`src/sv/kjb_pkg.sv`:
```
package kjb_pkg;

  // Number of watched make codes, one key bit each
  localparam int unsigned WATCH_COUNT = 8;

  // Register file geometry: 64-bit registers at byte address 8*i
  localparam int unsigned ADDR_W = 5;
  localparam int unsigned DATA_W = 64;
  localparam int unsigned REG_LSB = 3;

  localparam logic [7:0] JOY0_HEADER_RESET = 8'hFE;
  localparam logic [7:0] JOY1_HEADER_RESET = 8'hFF;

  typedef enum logic [1:0] {
    REG_WATCH    = 2'd0,
    REG_JOY0_HDR = 2'd1,
    REG_JOY1_HDR = 2'd2
  } reg_index_t;

  typedef enum logic [1:0] {
    KIND_KEY    = 2'd0,
    KIND_HEADER = 2'd1,
    KIND_JOY0   = 2'd2,
    KIND_JOY1   = 2'd3
  } byte_kind_t;

endpackage

```
`src/sv/keyboard_joystick_byte_decoder.sv`:
```
// Channel  | Handshake           | Word
// -------- | ------------------- | -----------------------------------------------
// input    | in_valid, in_stall  | rx_byte
// output   | out_valid, out_stall| key_state, last_scancode, joy0_state, joy1_state,
//          |                     | byte_kind
// config   | APB (psel/penable)  | watch_scancodes @0x00, joy0_header @0x08,
//          |                     | joy1_header @0x10
//
// One word per cycle sustained while the output is not stalled; an accepted word passes
// through the input register, then the decode into the result/state registers.
// The input register lets one more word in while a result is stalled on the output.
// Synchronous reset clears mode, key, scancode and joystick state, and sets the
// headers to 0xFE and 0xFF. No clearing pass is needed.
module keyboard_joystick_byte_decoder #(
  parameter int unsigned WATCH_COUNT = kjb_pkg::WATCH_COUNT
) (
  input  logic                       clk,
  input  logic                       rst,
  input  logic                       psel,
  input  logic                       penable,
  input  logic                       pwrite,
  input  logic [kjb_pkg::ADDR_W-1:0] paddr,
  input  logic [kjb_pkg::DATA_W-1:0] pwdata,
  output logic [kjb_pkg::DATA_W-1:0] prdata,
  output logic                       pready,
  input  logic                       in_valid,
  output logic                       in_stall,
  input  logic [7:0]                 rx_byte,
  output logic                       out_valid,
  input  logic                       out_stall,
  output logic [7:0]                 key_state,
  output logic [7:0]                 last_scancode,
  output logic [7:0]                 joy0_state,
  output logic [7:0]                 joy1_state,
  output logic [1:0]                 byte_kind
);

  localparam int unsigned WatchW = 8 * WATCH_COUNT;

  typedef enum logic [1:0] {
    MODE_IDLE = 2'd0,
    MODE_JOY0 = 2'd1,
    MODE_JOY1 = 2'd2
  } mode_t;

  // Configuration registers
  logic [WatchW-1:0] watch_scancodes;
  logic [7:0]        joy0_header;
  logic [7:0]        joy1_header;

  kjb_pkg::reg_index_t reg_sel;
  logic                cfg_write;

  assign pready    = 1'b1;
  assign reg_sel   = kjb_pkg::reg_index_t'(paddr[kjb_pkg::ADDR_W-1:kjb_pkg::REG_LSB]);
  assign cfg_write = psel & penable & pwrite & pready;

  always_ff @(posedge clk) begin
    if (rst) begin
      watch_scancodes <= '0;
      joy0_header     <= kjb_pkg::JOY0_HEADER_RESET;
      joy1_header     <= kjb_pkg::JOY1_HEADER_RESET;
    end else if (cfg_write) begin
      case (reg_sel)
        kjb_pkg::REG_WATCH:    watch_scancodes <= pwdata[WatchW-1:0];
        kjb_pkg::REG_JOY0_HDR: joy0_header     <= pwdata[7:0];
        kjb_pkg::REG_JOY1_HDR: joy1_header     <= pwdata[7:0];
        default: ;
      endcase
    end
  end

  always_comb begin
    case (reg_sel)
      kjb_pkg::REG_WATCH:    prdata = kjb_pkg::DATA_W'(watch_scancodes);
      kjb_pkg::REG_JOY0_HDR: prdata = kjb_pkg::DATA_W'(joy0_header);
      kjb_pkg::REG_JOY1_HDR: prdata = kjb_pkg::DATA_W'(joy1_header);
      default:               prdata = '0;
    endcase
  end

  // Input register
  logic       s1_valid;
  logic [7:0] s1_byte;
  logic       advance;

  assign advance  = s1_valid & ~(out_valid & out_stall);
  assign in_stall = s1_valid & ~advance;

  always_ff @(posedge clk) begin
    if (rst) begin
      s1_valid <= 1'b0;
    end else if (~in_stall) begin
      s1_valid <= in_valid;
    end
    if (in_valid & ~in_stall) begin
      s1_byte <= rx_byte;
    end
  end

  // Decode state, which is also the result word
  mode_t               mode, mode_next;
  logic [7:0]          held_keys, held_keys_next;
  logic [7:0]          raw_scancode, raw_scancode_next;
  logic [7:0]          stick0, stick0_next;
  logic [7:0]          stick1, stick1_next;
  kjb_pkg::byte_kind_t kind, kind_next;

  always_comb begin
    mode_next         = MODE_IDLE;
    held_keys_next    = held_keys;
    raw_scancode_next = raw_scancode;
    stick0_next       = stick0;
    stick1_next       = stick1;
    kind_next         = kjb_pkg::KIND_KEY;
    case (mode)
      MODE_JOY0: begin
        stick0_next = s1_byte;
        kind_next   = kjb_pkg::KIND_JOY0;
      end
      MODE_JOY1: begin
        stick1_next = s1_byte;
        kind_next   = kjb_pkg::KIND_JOY1;
      end
      default: begin
        if (s1_byte == joy0_header) begin
          mode_next = MODE_JOY0;
          kind_next = kjb_pkg::KIND_HEADER;
        end else if (s1_byte == joy1_header) begin
          mode_next = MODE_JOY1;
          kind_next = kjb_pkg::KIND_HEADER;
        end else begin
          raw_scancode_next = s1_byte;
          // Every matching entry moves its own bit; bit 7 set means break
          for (int i = 0; i < WATCH_COUNT; i++) begin
            if (watch_scancodes[8*i +: 8] == {1'b0, s1_byte[6:0]}) begin
              held_keys_next[i] = ~s1_byte[7];
            end
          end
        end
      end
    endcase
  end

  always_ff @(posedge clk) begin
    if (rst) begin
      mode         <= MODE_IDLE;
      held_keys    <= '0;
      raw_scancode <= '0;
      stick0       <= '0;
      stick1       <= '0;
      kind         <= kjb_pkg::KIND_KEY;
      out_valid    <= 1'b0;
    end else begin
      if (advance) begin
        mode         <= mode_next;
        held_keys    <= held_keys_next;
        raw_scancode <= raw_scancode_next;
        stick0       <= stick0_next;
        stick1       <= stick1_next;
        kind         <= kind_next;
        out_valid    <= 1'b1;
      end else if (~out_stall) begin
        out_valid    <= 1'b0;
      end
    end
  end

  assign key_state     = held_keys;
  assign last_scancode = raw_scancode;
  assign joy0_state    = stick0;
  assign joy1_state    = stick1;
  assign byte_kind     = kind;

endmodule

```
`config.mk`:
```
export PLATFORM = sky130hd
export DESIGN_NAME = keyboard_joystick_byte_decoder
export DESIGN_NICKNAME = d
export VERILOG_FILES = /design/src/sv/kjb_pkg.sv /design/src/sv/keyboard_joystick_byte_decoder.sv
export SDC_FILE = /design/constraint.sdc
export NUM_CORES = 1
export LEC_CHECK = 0
export BUFFER_PORTS_ARGS = -buffer_cell sky130_fd_sc_hd__buf_2
export CAP_MARGIN = 10
export CELL_PAD_IN_SITES_DETAIL_PLACEMENT = 1
export CELL_PAD_IN_SITES_GLOBAL_PLACEMENT = 1
export CORE_MARGIN = 2
export CORE_UTILIZATION = 41
export CTS_CLUSTER_DIAMETER = 150
export DETAILED_ROUTE_END_ITERATION = 7
export PLACE_DENSITY_LB_ADDON = 0.3
export SLEW_MARGIN = 20
export SYNTH_ARGS = -nofsm -noshare
export SYNTH_HDL_FRONTEND = slang
export SYNTH_SLANG_ARGS = --single-unit
```
`constraint.sdc`:
```
create_clock -name clk -period 3.3 [get_ports clk]
set_input_delay 0.165 -clock clk [delete_from_list [all_inputs] [get_ports clk]]
set_output_delay 0.165 -clock clk [all_outputs]
set_load 0.05 [all_outputs]
```
* Word-level counts from Yosys, hierarchy flattened
Index checks and enable logic that the tools add are counted.
Word-level totals: input port bits 84, output and inout bits 101, register bits 126, logic and storage cells 72
Operators by class: bitwise gates (word level) 13, muxes and demuxes 9, reductions and logical operators 16, equality and inequality tests 15
Operators with widths (count):
- case mux 64 bit (3 select lines) | 1
- equality test 8 x 7 -> 1 bit | 8
- AND reduction 5 bit | 8
- equality test 8 bit | 2
- AND reduction 2 bit | 5
- inverter 1 bit | 7
- AND 1 bit | 6
- two-way mux 2 bit | 3
- equality test 2 x 1 -> 1 bit (second input constant) | 2
- equality test 2 bit (second input constant) | 2
- two-way mux 1 bit | 4
- case mux 2 bit (2 select lines) | 1
- AND reduction 4 bit | 1
- logical NOT 2 bit | 1
- != test 2 x 1 -> 1 bit (second input constant) | 1
- OR reduction 2 bit | 1

* Logic depth before layout (Yosys ltp)
Gate-level depths: netlist of the first run.
word-level depth 7, mapped depth 6, mapped depth without buffers 6

* Worst setup path before layout of the first run
No wires, ideal clock.
kind reg2reg, start point register out_valid, end point register s1_byte[0], enable pin, data arrival time 1.491 ns, data required time 2.995 ns, slack 1.504 ns, period minus slack after synthesis 1.796 ns, stages on the path, launching flop included 3, buffers on the path 0, library setup time 0.304 ns, path through dfxtp_1 and3_1 nor2b_1
Between the ends: longest elaborated chain between the ends 7
RTL lines:
- from (decl) | line keyboard_joystick_byte_decoder.sv:29 | output logic out_valid,
- from (signal assigned) | line keyboard_joystick_byte_decoder.sv:153 | out_valid <= 1'b0;
- from (signal assigned) | line keyboard_joystick_byte_decoder.sv:162 | out_valid <= 1'b1;
- from (signal assigned) | line keyboard_joystick_byte_decoder.sv:164 | out_valid <= 1'b0;
- AND 1 bit | line keyboard_joystick_byte_decoder.sv:87 | assign advance = s1_valid & ~(out_valid & out_stall);
- inverter 1 bit | line keyboard_joystick_byte_decoder.sv:87
- AND 1 bit | line keyboard_joystick_byte_decoder.sv:87
- inverter 1 bit | line keyboard_joystick_byte_decoder.sv:88 | assign in_stall = s1_valid & ~advance;
- AND 1 bit | line keyboard_joystick_byte_decoder.sv:88
- named net in_stall | line keyboard_joystick_byte_decoder.sv:27 | output logic in_stall,
- inverter 1 bit | line keyboard_joystick_byte_decoder.sv:96 | if (in_valid & ~in_stall) begin
- AND 1 bit | line keyboard_joystick_byte_decoder.sv:96
- to (signal assigned) | line keyboard_joystick_byte_decoder.sv:97 | s1_byte <= rx_byte;
- to (decl) | line keyboard_joystick_byte_decoder.sv:84 | logic [7:0] s1_byte;
The timed path passes the listed nets, and every way through them passes these cells. A chain may end at the register's enable or synchronous reset.

* Worst setup path in the final report of the first run
start point register s1_byte[5], end point register raw_scancode[0], in the netlist last_scancode[0]
Between the ends: longest elaborated chain between the ends 3, elaborated cells between the ends (all ways) 5, classes of those cells 2 x eq/ne; 2 x bitwise; 1 x reduce/logical
RTL lines:
- equality test 8 bit, on equally long branches | line keyboard_joystick_byte_decoder.sv:129, keyboard_joystick_byte_decoder.sv:126
- inverter 1 bit (no line)
- AND reduction 4 bit (no line) (*)
- to (signal assigned) | line keyboard_joystick_byte_decoder.sv:158 | raw_scancode <= raw_scancode_next;
- to (decl) | line keyboard_joystick_byte_decoder.sv:104 | logic [7:0] raw_scancode, raw_scancode_next;
Every way passes the cells marked *; elsewhere a longest branch is shown, timed or not.

==> out/qor.csv, run 1 <==
stage,metric,value,unit
status,outcome,finished clean,
die,starting density of the core,41.9,%
worst_setup_path,critical path class,reg2reg,
clock_network,CTS tree,built,
logic_synthesis,cell with the most instances after synthesis,nand2_1,
final_layout,Final Cell Area,0.00831,mm2
sta,RSZ-0062 raised after global routing,no,
pwr,total power divided by cell area,475,mW/mm2
logic_synthesis,"top cells by count, synth","nand2_1 (157), dfxtp_1 (118), a21oi_1 (84), and2_1 (57), xnor2_1 (48)",
global_route,vias in the first global route,6199,
drt,DRT iter0 DRCs,376,
global_route,grt total ovfl,0,
sta,period utilization,70.7,%
pwr,maximum VDD drop,382,uV
logic_synthesis,Synth Cell Area,0.00609,mm2
clock_network,clock sinks,126,
worst_setup_path,"Slowest-stage cell, CP",edfxtp_1,
place,DP Wirelength,13.5,mm
global_route,largest net degree at the start of global routing,102,
sta,slew margin rel.,26.4,%
worst_setup_path,crit path cell chain,xnor2_1 > nand4_1 > o21ai_4 > nor2_4 > mux2i_1,
final_layout,nets,1017,
clock_network,CTS Buffer Depth,2,
pwr,Pwr Total,3940,uW
worst_setup_path,R2R Setup Slk,0.97,ns
logic_synthesis,Synth Flop Type,dfxtp_1,
die,IO Pins,185,
pwr,Reg power frac,40.9,%
worst_hold_path,hold crit path type,in2reg,
clock_network,worst skew pair latency,0.42,ns
clock_network,Root Driver,clkbuf_16,
die,Die ar.,0.0158,mm2
pwr,internal power consumption,3000,uW
sta,Clock Skew,0.00608,ns
final_layout,Area Growth Syn to Fin,36.5,%
pwr,Switch Pwr,943,uW
place,Port-buffer cells,180,
sta,Max Slew Vio Count,0,
logic_synthesis,Syn Area/Cell,8.54,um2
die,Site Rows,44,
sta,worst setup margin,0.966,ns
worst_setup_path,crit start category,flip-flop,
clock_network,CTS Buf Count,17,
place,"worst slack, placed",1.01,ns
clock_network,"Setup Fix Bufs, Post-CTS",0,
logic_synthesis,#FFs+latches synth,126,
worst_setup_path,WP data arrival,2.62,ns
logic_synthesis,register area share after synthesis,42.8,%
drt,drt pass-1 iters,4,
sta,Worst-Margin Slew,1.10,ns
place,RePlAce Congestion,0.824,
worst_setup_path,CP peak stage delay,0.96,ns
logic_synthesis,syn nets,799,
global_route,first-pass GRT wire length,33.3,mm
logic_synthesis,"FFs w/ async S/R, synth",0,%
sta,# setup viols final,0,
sta,setup TNS,0,ns
die,Core ar.,0.0145,mm2
logic_synthesis,Synth cell types,38,
sta,Final Hold Fails,0,
pwr,Comb power frac,10.8,%
drt,Vias per Instance,5.23,
logic_synthesis,Synth area leaders,"dfxtp_1 (39%), nand2_1 (9.7%), a21oi_1 (6.9%), xnor2_1 (6.9%), and2_1 (5.9%)",
drt,DRT Wirelength,21.8,mm
logic_synthesis,post-synth top area cell,dfxtp_1,
final_layout,layout cell share with drive strength beyond 1,25.3,%
sta,f_max,428,MHz
clock_network,Max H-tree Level,4,
logic_synthesis,Synth top area share,38.8,%
drt,via count,5902,
clock_network,Clock transition at path regs,0.05,ns
pwr,sw frac,23.9,%
drt,antenna-violating nets left,0,
worst_setup_path,Critical Path RT,3.59,ns
pwr,power share of the clock group,48.3,%
die,Die Width,126,um
die,Die Height,126,um
worst_setup_path,CP endpoint kind,flip-flop,
drt,DR DRC count,0,
pwr,Static Leak,0.00339,uW
global_route,initial antenna violation count,0,
place,placed instance area,0.00703,mm2
worst_setup_path,Crit Path Max Fanout,13,
sta,Final Critical Period,2.33,ns
logic_synthesis,Cells after Synth,713,
logic_synthesis,"EDFF count, synth",8,
global_route,all-layer global routing usage,27.0,%
final_layout,antenna diode count,0,
drt,Avg WL per Cell,19.3,um
flow_run,max cap viols,0,
logic_synthesis,synth warn,0,
==> critical path, delay by kind of cell, from the launching register on <==
kind | cells | cell delay [ns]
AND/OR/NAND/NOR | 2 | 0.35
multiplexers | 1 | 0.16
XOR/XNOR | 1 | 0.20
AO/OA/AOI/OAI | 1 | 0.52
flip-flops | 1 | 0.96
==> power groups by stage <==
stage | combinational, uW | sequential, uW | clock [uW]
6_report | 425 | 1610 | 1900
3_3_place_gp | 342 | 1640 | 0
4_1_cts | 413 | 1610 | 1930
2_1_floorplan | 228 | 1640 | 0
3_5_place_dp | 352 | 1640 | 0
5_1_grt | 454 | 1620 | 1990
==> state kept, by name (all words and copies together) (netlist names) <==
register / count
mode: 2
last_scancode: 8
joy1_state: 8
s1_valid: 1
joy0_header: 8
watch_scancodes: 64
byte_kind: 2
joy0_state: 8
key_state: 8
s1_byte: 8
joy1_header: 8
out_valid: 1
==> layer usage <==
metal / track usage (%) / vias to the layer above / routed length (um)
met5: 0 / - / 0
met2: 46.3 / 172 / 11000
met3: 4.55 / 42 / 856
met1: 33.8 / 2903 / 9330
li1: - / 2785 / -
met4: 11.2 / 0 / 599
==> what timing repair did <==
item	CTS	global route
hold buffers	64	0
endpoints found under the hold margin	69	0
gates resized for setup	0	0
==> cells by family after synthesis <==
| kind of cell | after synthesis | share of synthesized area, % |
|---|---|---|
| XOR/XNOR | 72 | 10.4 |
| buffers and inverters | 57 | 4.63 |
| other | 1 | 0.0616 |
| adder cells (fa/ha/maj) | 2 | 0.411 |
| flip-flops | 126 | 42.8 |
| multiplexers | 25 | 4.11 |
| AO/OA/AOI/OAI | 111 | 10.3 |
| AND/OR/NAND/NOR | 319 | 27.3 |
==> placed cells by master, fill, tap and decap left out, types with 2 or more instances in the layout <==
cell type	n
buf_2	179
nand2_1	157
dfxtp_1	118
a21oi_1	84
dlygate4sd3_1	64
and2_1	57
xnor2_1	48
mux2i_1	25
xor2_1	24
nand2b_1	23
nor2b_1	17
nand3_1	17
clkbuf_16	17
a211o_1	15
nand4_1	12
buf_4	10
o21ai_0	9
nor4_2	8
edfxtp_1	8
nor2_1	7
clkbuf_8	7
or4_1	4
or4_4	4
clkbuf_1	4
nor2_4	3
inv_1	2
nor3b_2	2
ha_1	2
bufinv_16	2
==> path summary, 6_finish.rpt <==
check	from	end	depth (start not counted)
setup / recovery	s1_byte[5]	last_scancode[0]	5
hold / removal	pwdata[55]	watch_scancodes[55]	3
setup reg to reg	s1_byte[5]	last_scancode[0]	5
hold reg to reg	joy0_state[3]	joy0_state[3]	2
==> cell type report <==
class,count,area (um2)
Clock buffer,28,537
Clock inverter,4,72.6
Fill cell,1749,6230
Inverter,2,7.51
Multi-Input combinational cell,530,3220
Sequential cell,126,2600
Tap cell,184,230
Timing Repair Buffer,254,1640
==> through the flow <==
step | hold WS [ns] | utilization (%) | instances
after floorplan | 0.264 | - | 713
after global placement | 0.349 | 48.4 | 1031
after detailed placement | 0.346 | 48.4 | 1031
after CTS | 0.00102 | 57.0 | 1127
after global routing | 0.0152 | 57.1 | 1128
final | 0.00879 | 57.1 | 1128
Power figures use the tool's default switching activity.
==> run 2, diff against run 1 <==
--- a/config.mk
+++ b/config.mk
@@ -10,7 +10,7 @@
 export CELL_PAD_IN_SITES_DETAIL_PLACEMENT = 1
 export CELL_PAD_IN_SITES_GLOBAL_PLACEMENT = 1
 export CORE_MARGIN = 2
-export CORE_UTILIZATION = 41
+export CORE_UTILIZATION = 34
 export CTS_CLUSTER_DIAMETER = 150
 export DETAILED_ROUTE_END_ITERATION = 7
 export PLACE_DENSITY_LB_ADDON = 0.3
==> constraint.sdc (replaced) <==
create_clock -name clk -period 2 [get_ports clk]
set_input_delay 0.1 -clock clk [delete_from_list [all_inputs] [get_ports clk]]
set_output_delay 0.1 -clock clk [all_outputs]
set_load 0.05 [all_outputs]
==> out/qor.csv, run 2 (synthesis gave the netlist of run 1 again) <==
stage,metric,value,unit,change
sta,f_max,545,MHz,+27%
final_layout,Area Growth Syn to Fin,41.0,%,
sta,setup TNS,0,ns,unchanged
worst_hold_path,hold crit path type,in2reg,,
worst_setup_path,CP peak stage delay,0.52,ns,-0.44 ns
sta,RSZ-0062 raised after global routing,no,,
sta,Final Hold Fails,0,,unchanged
place,Port-buffer cells,180,,unchanged
clock_network,Max H-tree Level,4,,unchanged
worst_setup_path,Crit Path Max Fanout,6,,-7
final_layout,"most common cell after layout, fill and taps aside",buf_2,,
global_route,initial antenna violation count,1,,+1
final_layout,Multi-input gate area,0.00322,mm2,unchanged
place,RePlAce Congestion,0.802,,-2.7%
clock_network,CTS Buf Count,17,,unchanged
sta,Final Critical Period,1.84,ns,-0.498 ns
pwr,Switch Pwr,1620,uW,+72%
final_layout,nets,1048,,+3.0%
die,Core ar.,0.0174,mm2,+20%
drt,DRT iter0 DRCs,239,,-36%
drt,drt pass-1 iters,4,,unchanged
sta,# setup viols final,0,,unchanged
die,Die Height,138,um,+9.5%
final_layout,Reg with most FFs,watch_scancodes,,
final_layout,most frequent cells in the layout,"buf_2 (179), nand2_1 (157), dfxtp_1 (118)",,
clock_network,CTS Buffer Depth,2,,unchanged
global_route,largest net degree at the start of global routing,65,,-36%
drt,via count,5732,,-2.9%
pwr,maximum VDD drop,608,uV,+59%
pwr,Comb power frac,12.0,%,+1.2 points
clock_network,worst skew pair latency,0.42,ns,about the same
pwr,power share of the clock group,46.6,%,-1.7 points
die,Site Rows,48,,+9.1%
status,outcome,finished clean,,
pwr,Reg power frac,41.4,%,+0.5 points
worst_setup_path,WP data arrival,2.18,ns,-0.44 ns
clock_network,CTS tree,built,,
drt,Vias per Instance,4.77,,-8.8%
final_layout,layout cell share with drive strength beyond 1,26.9,%,+1.6 points
place,DP Wirelength,13.9,mm,+3.3%
global_route,vias in the first global route,6019,,-2.9%
drt,antenna-violating nets left,0,,unchanged
worst_setup_path,crit path cell chain,buf_4 > xor2_1 > or4_1 > nor4_2 > mux2i_1,,
drt,Avg WL per Cell,17.8,um,-8.1%
worst_setup_path,crit start category,flip-flop,,
global_route,first-pass GRT wire length,32.5,mm,-2.6%
clock_network,Clock transition at path regs,0.06,ns,about the same
worst_setup_path,"delay-heaviest family, CP",simple AND/OR/NAND/NOR gates,,
worst_setup_path,CP endpoint kind,flip-flop,,
worst_setup_path,critical path class,reg2reg,,
sta,period utilization,91.8,%,+21 points
worst_setup_path,WP buf/inv,1,,+1
final_layout,"non-filler cells, final",1201,,+6.5%
drt,DRT Wirelength,21.3,mm,-2.2%
drt,DR DRC count,0,,unchanged
pwr,sw frac,25.5,%,+1.6 points
final_layout,FF+latch area,0.00260,mm2,unchanged
final_layout,filler instances,2114,,+21%
pwr,Static Leak,0.00352,uW,+3.9%
die,IO Pins,185,,unchanged
place,Post-Place Cells,1094,,+6.1%
die,Die ar.,0.0190,mm2,+20%
global_route,all-layer global routing usage,22.6,%,-4.4 points
worst_setup_path,"Slowest-stage cell, CP",or4_1,,
die,Die Width,138,um,+9.5%
sta,Clock Skew,0.00827,ns,+0.00219 ns
flow_run,max cap viols,0,,unchanged
final_layout,max reg flops,64,,unchanged
die,starting density of the core,34.9,%,-6.9 points
sta,Max Slew Vio Count,0,,unchanged
clock_network,clock sinks,126,,unchanged
clock_network,Root Driver,clkbuf_16,,
worst_setup_path,Critical Path RT,2.34,ns,-1.25 ns
global_route,grt total ovfl,0,,unchanged
pwr,total power divided by cell area,740,mW/mm2,+56%
pwr,internal power consumption,4730,uW,+58%
clock_network,CTS resizes,0,,unchanged
## run 2: cell types whose count changed in the layout (fill, tap and decap cells not counted), sizes merged
cell         delta
diode           +1
clkinv          +8
clkinvlp        +1
clkbuf          -9
buf            +21
dlygate4sd3    +10
## run 2: power groups by stage
stage / Clock, uW / Combinational, uW / Sequential (uW)
6_report: 2960 / 764 / 2630
5_1_grt: 3120 / 821 / 2630
4_1_cts: 3000 / 761 / 2630
3_5_place_dp: 0 / 645 / 2680
3_3_place_gp: 0 / 639 / 2680
2_1_floorplan: 0 / 376 / 2710
## run 2: cell type report
type	count	area share, %
repair buffers	285	22.3
clock buffers	19	5.04
multi-input cells	530	37.5
clock inverters	13	1.44
diodes	1	0.0292
flip-flops and latches	126	30.3
well taps	225	3.28
inverters	2	0.0875
## run 2: path summary, 6_finish.rpt
kind | from | to | slack [ns] | cells after the start
setup reg to reg | s1_byte[5] | key_state[6] | 0.16 | 5
hold reg to reg | joy1_state[1] | joy1_state[1] | 0.46 | 2
hold / removal | rst | out_valid | 0.1 | 2
setup / recovery | s1_byte[5] | key_state[6] | 0.16 | 5
## run 2: worst register-to-register path, stage by stage, from the launching register on
cell      delay, ns
edfxtp_1       0.44
buf_4          0.22
xor2_1         0.17
or4_1          0.52
nor4_2         0.18
mux2i_1        0.22
## run 2: per-stage QoR
| stage | hold WS, ns | utilization [%] | worst slack, ns | area [um2] | power [uW] |
|---|---|---|---|---|---|
| floorplan | 0.199 | - | 0.204 | 6090 | 3080 |
| CTS | 0.0846 | 49.3 | 0.134 | 8580 | 6390 |
| global route | 0.109 | 49.3 | 0.0107 | 8580 | 6570 |
| finish | 0.0988 | 49.3 | 0.164 | 8580 | 6350 |
| detailed placement | 0.279 | 41.8 | 0.147 | 7280 | 3330 |
| global placement | 0.278 | 41.8 | 0.211 | 7280 | 3320 |
## run 2: metal layers
layer | up-vias | track usage, % | routed length, um
li1 | 2856 | - | -
met1 | 2712 | 28.4 | 9760
met2 | 144 | 39.2 | 10400
met3 | 20 | 5.08 | 972
met4 | 0 | 5.95 | 211
met5 | - | 0 | 0
## run 2: what timing repair did
action / 4_1_cts / 5_1_grt
hold buffers: 74 / 0
endpoints found under the hold margin: 90 / 0
setup buffers: 0 / 0
==> run 3, diff against run 2 <==
==> constraint.sdc (replaced) <==
create_clock -name clk -period 2 [get_ports clk]
set_input_delay 0.5 -clock clk [delete_from_list [all_inputs] [get_ports clk]]
set_output_delay 0.5 -clock clk [all_outputs]
set_load 0.05 [all_outputs]
==> out/qor.csv, run 3 (synthesis gave the netlist of run 1 again) <==
stage,metric,value,unit,change
clock_network,CTS Buf Count,17,,unchanged
pwr,total power divided by cell area,770,mW/mm2,+4.0%
place,Port-buffer cells,180,,unchanged
drt,via count,5456,,-4.8%
worst_setup_path,crit start category,input pin,,
global_route,initial antenna violation count,2,,+1
clock_network,CTS Hold Bufs,0,,-100%
clock_network,worst skew pair latency,0.41,ns,about the same
sta,f_max,502,MHz,-7.8%
worst_setup_path,WP data arrival,1.49,ns,-0.69 ns
sta,Final Critical Period,1.99,ns,+0.155 ns
place,RePlAce Congestion,0.814,,+1.5%
place,placed instance area,0.00750,mm2,+3.0%
pwr,Static Leak,0.00333,uW,-5.3%
sta,# setup viols final,0,,unchanged
worst_setup_path,CP peak stage delay,0.30,ns,-0.22 ns
worst_setup_path,Crit Path Max Fanout,7,,+1
final_layout,"most common cell after layout, fill and taps aside",buf_2,,
drt,DRT iter0 DRCs,226,,-5.4%
sta,Final Hold Fails,0,,unchanged
flow_run,max cap viols,0,,unchanged
clock_network,CTS Buffer Depth,2,,unchanged
worst_setup_path,Critical Path RT,1.50,ns,-0.84 ns
clock_network,clock sinks,126,,unchanged
clock_network,Root Driver,clkbuf_16,,
clock_network,Clock transition at path regs,0.05,ns,about the same
global_route,all-layer global routing usage,21.5,%,-1.2 points
drt,drt pass-1 iters,4,,unchanged
global_route,first-pass GRT wire length,30.7,mm,-5.3%
worst_setup_path,critical path class,in2out,,
place,DP Wirelength,14.6,mm,+4.6%
worst_hold_path,hold crit path type,in2reg,,
final_layout,layout cell share with drive strength beyond 1,34.0,%,+7.2 points
drt,antenna-violating nets left,0,,unchanged
die,Site Rows,48,,unchanged
worst_setup_path,"Top cell by count, worst path",buf_2,,
final_layout,Reg with most FFs,watch_scancodes,,
die,Die Height,138,um,unchanged
global_route,vias in the first global route,5637,,-6.3%
final_layout,Area Growth Syn to Fin,32.8,%,
worst_setup_path,crit path cell chain,buf_2 > nor2b_1 > buf_4 > nand2_1 > o21ai_1 > buf_2,,
status,outcome,finished clean,,
final_layout,Final Cell Area,0.00808,mm2,-5.8%
die,Die Width,138,um,unchanged
worst_setup_path,CP Launch Point,paddr[4],,
sta,WHS,0.265,ns,+0.166 ns
die,starting density of the core,34.9,%,unchanged
sta,period utilization,99.5,%,+7.7 points
die,Die ar.,0.0190,mm2,unchanged
global_route,grt total ovfl,0,,unchanged
worst_setup_path,CP endpoint kind,primary output,,
drt,Vias per Instance,4.79,,+0.45%
sta,Max Slew Vio Count,0,,unchanged
final_layout,most frequent cells in the layout,"buf_2 (177), nand2_1 (157), dfxtp_1 (118)",,
global_route,largest net degree at the start of global routing,65,,unchanged
die,IO Pins,185,,unchanged
final_layout,max reg flops,64,,unchanged
pwr,maximum VDD drop,553,uV,-9.1%
die,Core ar.,0.0174,mm2,unchanged
drt,DR DRC count,0,,unchanged
sta,Clock Skew,0.0164,ns,+0.00817 ns
worst_setup_path,"Slowest-stage cell, CP",buf_2,,
worst_hold_path,Hold Crit Start,rx_byte[7],,
final_layout,nets,985,,-6.0%
drt,Avg WL per Cell,17.4,um,-1.8%
clock_network,CTS tree,built,,
worst_setup_path,worst r2r src,s1_byte[3],,
drt,DRT Wirelength,19.9,mm,-6.9%
clock_network,Max H-tree Level,4,,unchanged
run 3: cell types whose count changed in the layout (fill, tap and decap cells not counted), moves of 8 or more:
cell and change:
and2_1 -40, o21ai_1 +8, dlygate4sd3_1 -74, and2_4 +22, and2_2 +18, o21ai_0 -8
run 3: worst max-delay path, delay by kind of cell:
kind	cells	cell delay (ns)
buf+inv	3	0.62
compound gates	1	0.13
simple gates	2	0.24
run 3: what timing repair did:
action	4_1_cts	5_1_grt
setup buffers	0	2
setup endpoints to repair	0	3
gates resized for setup	0	2
run 3: per-stage QoR:
step | cells | setup WS, ns | TNS (ns) | power [uW] | utilization, %
finish | 1138 | 0.00918 | 0 | 6220 | 46.4
global route | 1137 | -0.0361 | -0.0361 | 6450 | 46.4
CTS | 1134 | 0.0457 | 0 | 6290 | 46.3
detailed placement | 1103 | 0.0537 | 0 | 3370 | 43.1
global placement | 1103 | 0.0497 | 0 | 3360 | 43.1
floorplan | 713 | -0.183 | -1.47 | 3090 | -
run 3: worst paths after layout:
path | cells past startpoint | end | slack (ns)
max | 6 | prdata[4] | 0.009
max reg2reg | 7 | key_state[5] | 0.11
min | 1 | s1_byte[7] | 0.26
min reg2reg | 2 | joy0_state[7] | 0.45
run 3: power by group:
part           internal, uW  switching (uW)  total [uW]
Sequential             2590            43.1        2630
Combinational           269             420         689
Clock                  1830            1080        2900
Total                  4680            1540        6220
run 3: final cells by class:
class                   instances  area (um2)
diodes                          2        5.00
fillers                      2113        9340
clock buffers                  25         495
clock inverters                 6        58.8
well taps                     225         282
flip-flops and latches        126        2600
multi-input cells             530        3290
inverters                       2        7.51
repair buffers                222        1340
run 3: routing by layer:
metal	track usage, %	up-vias	share of wire (%)
li1	-	2726	-
met1	27.4	2590	46
met2	35.7	126	48
met3	5.59	12	5.7
met4	6.35	2	0.54
met5	0	-	0.055
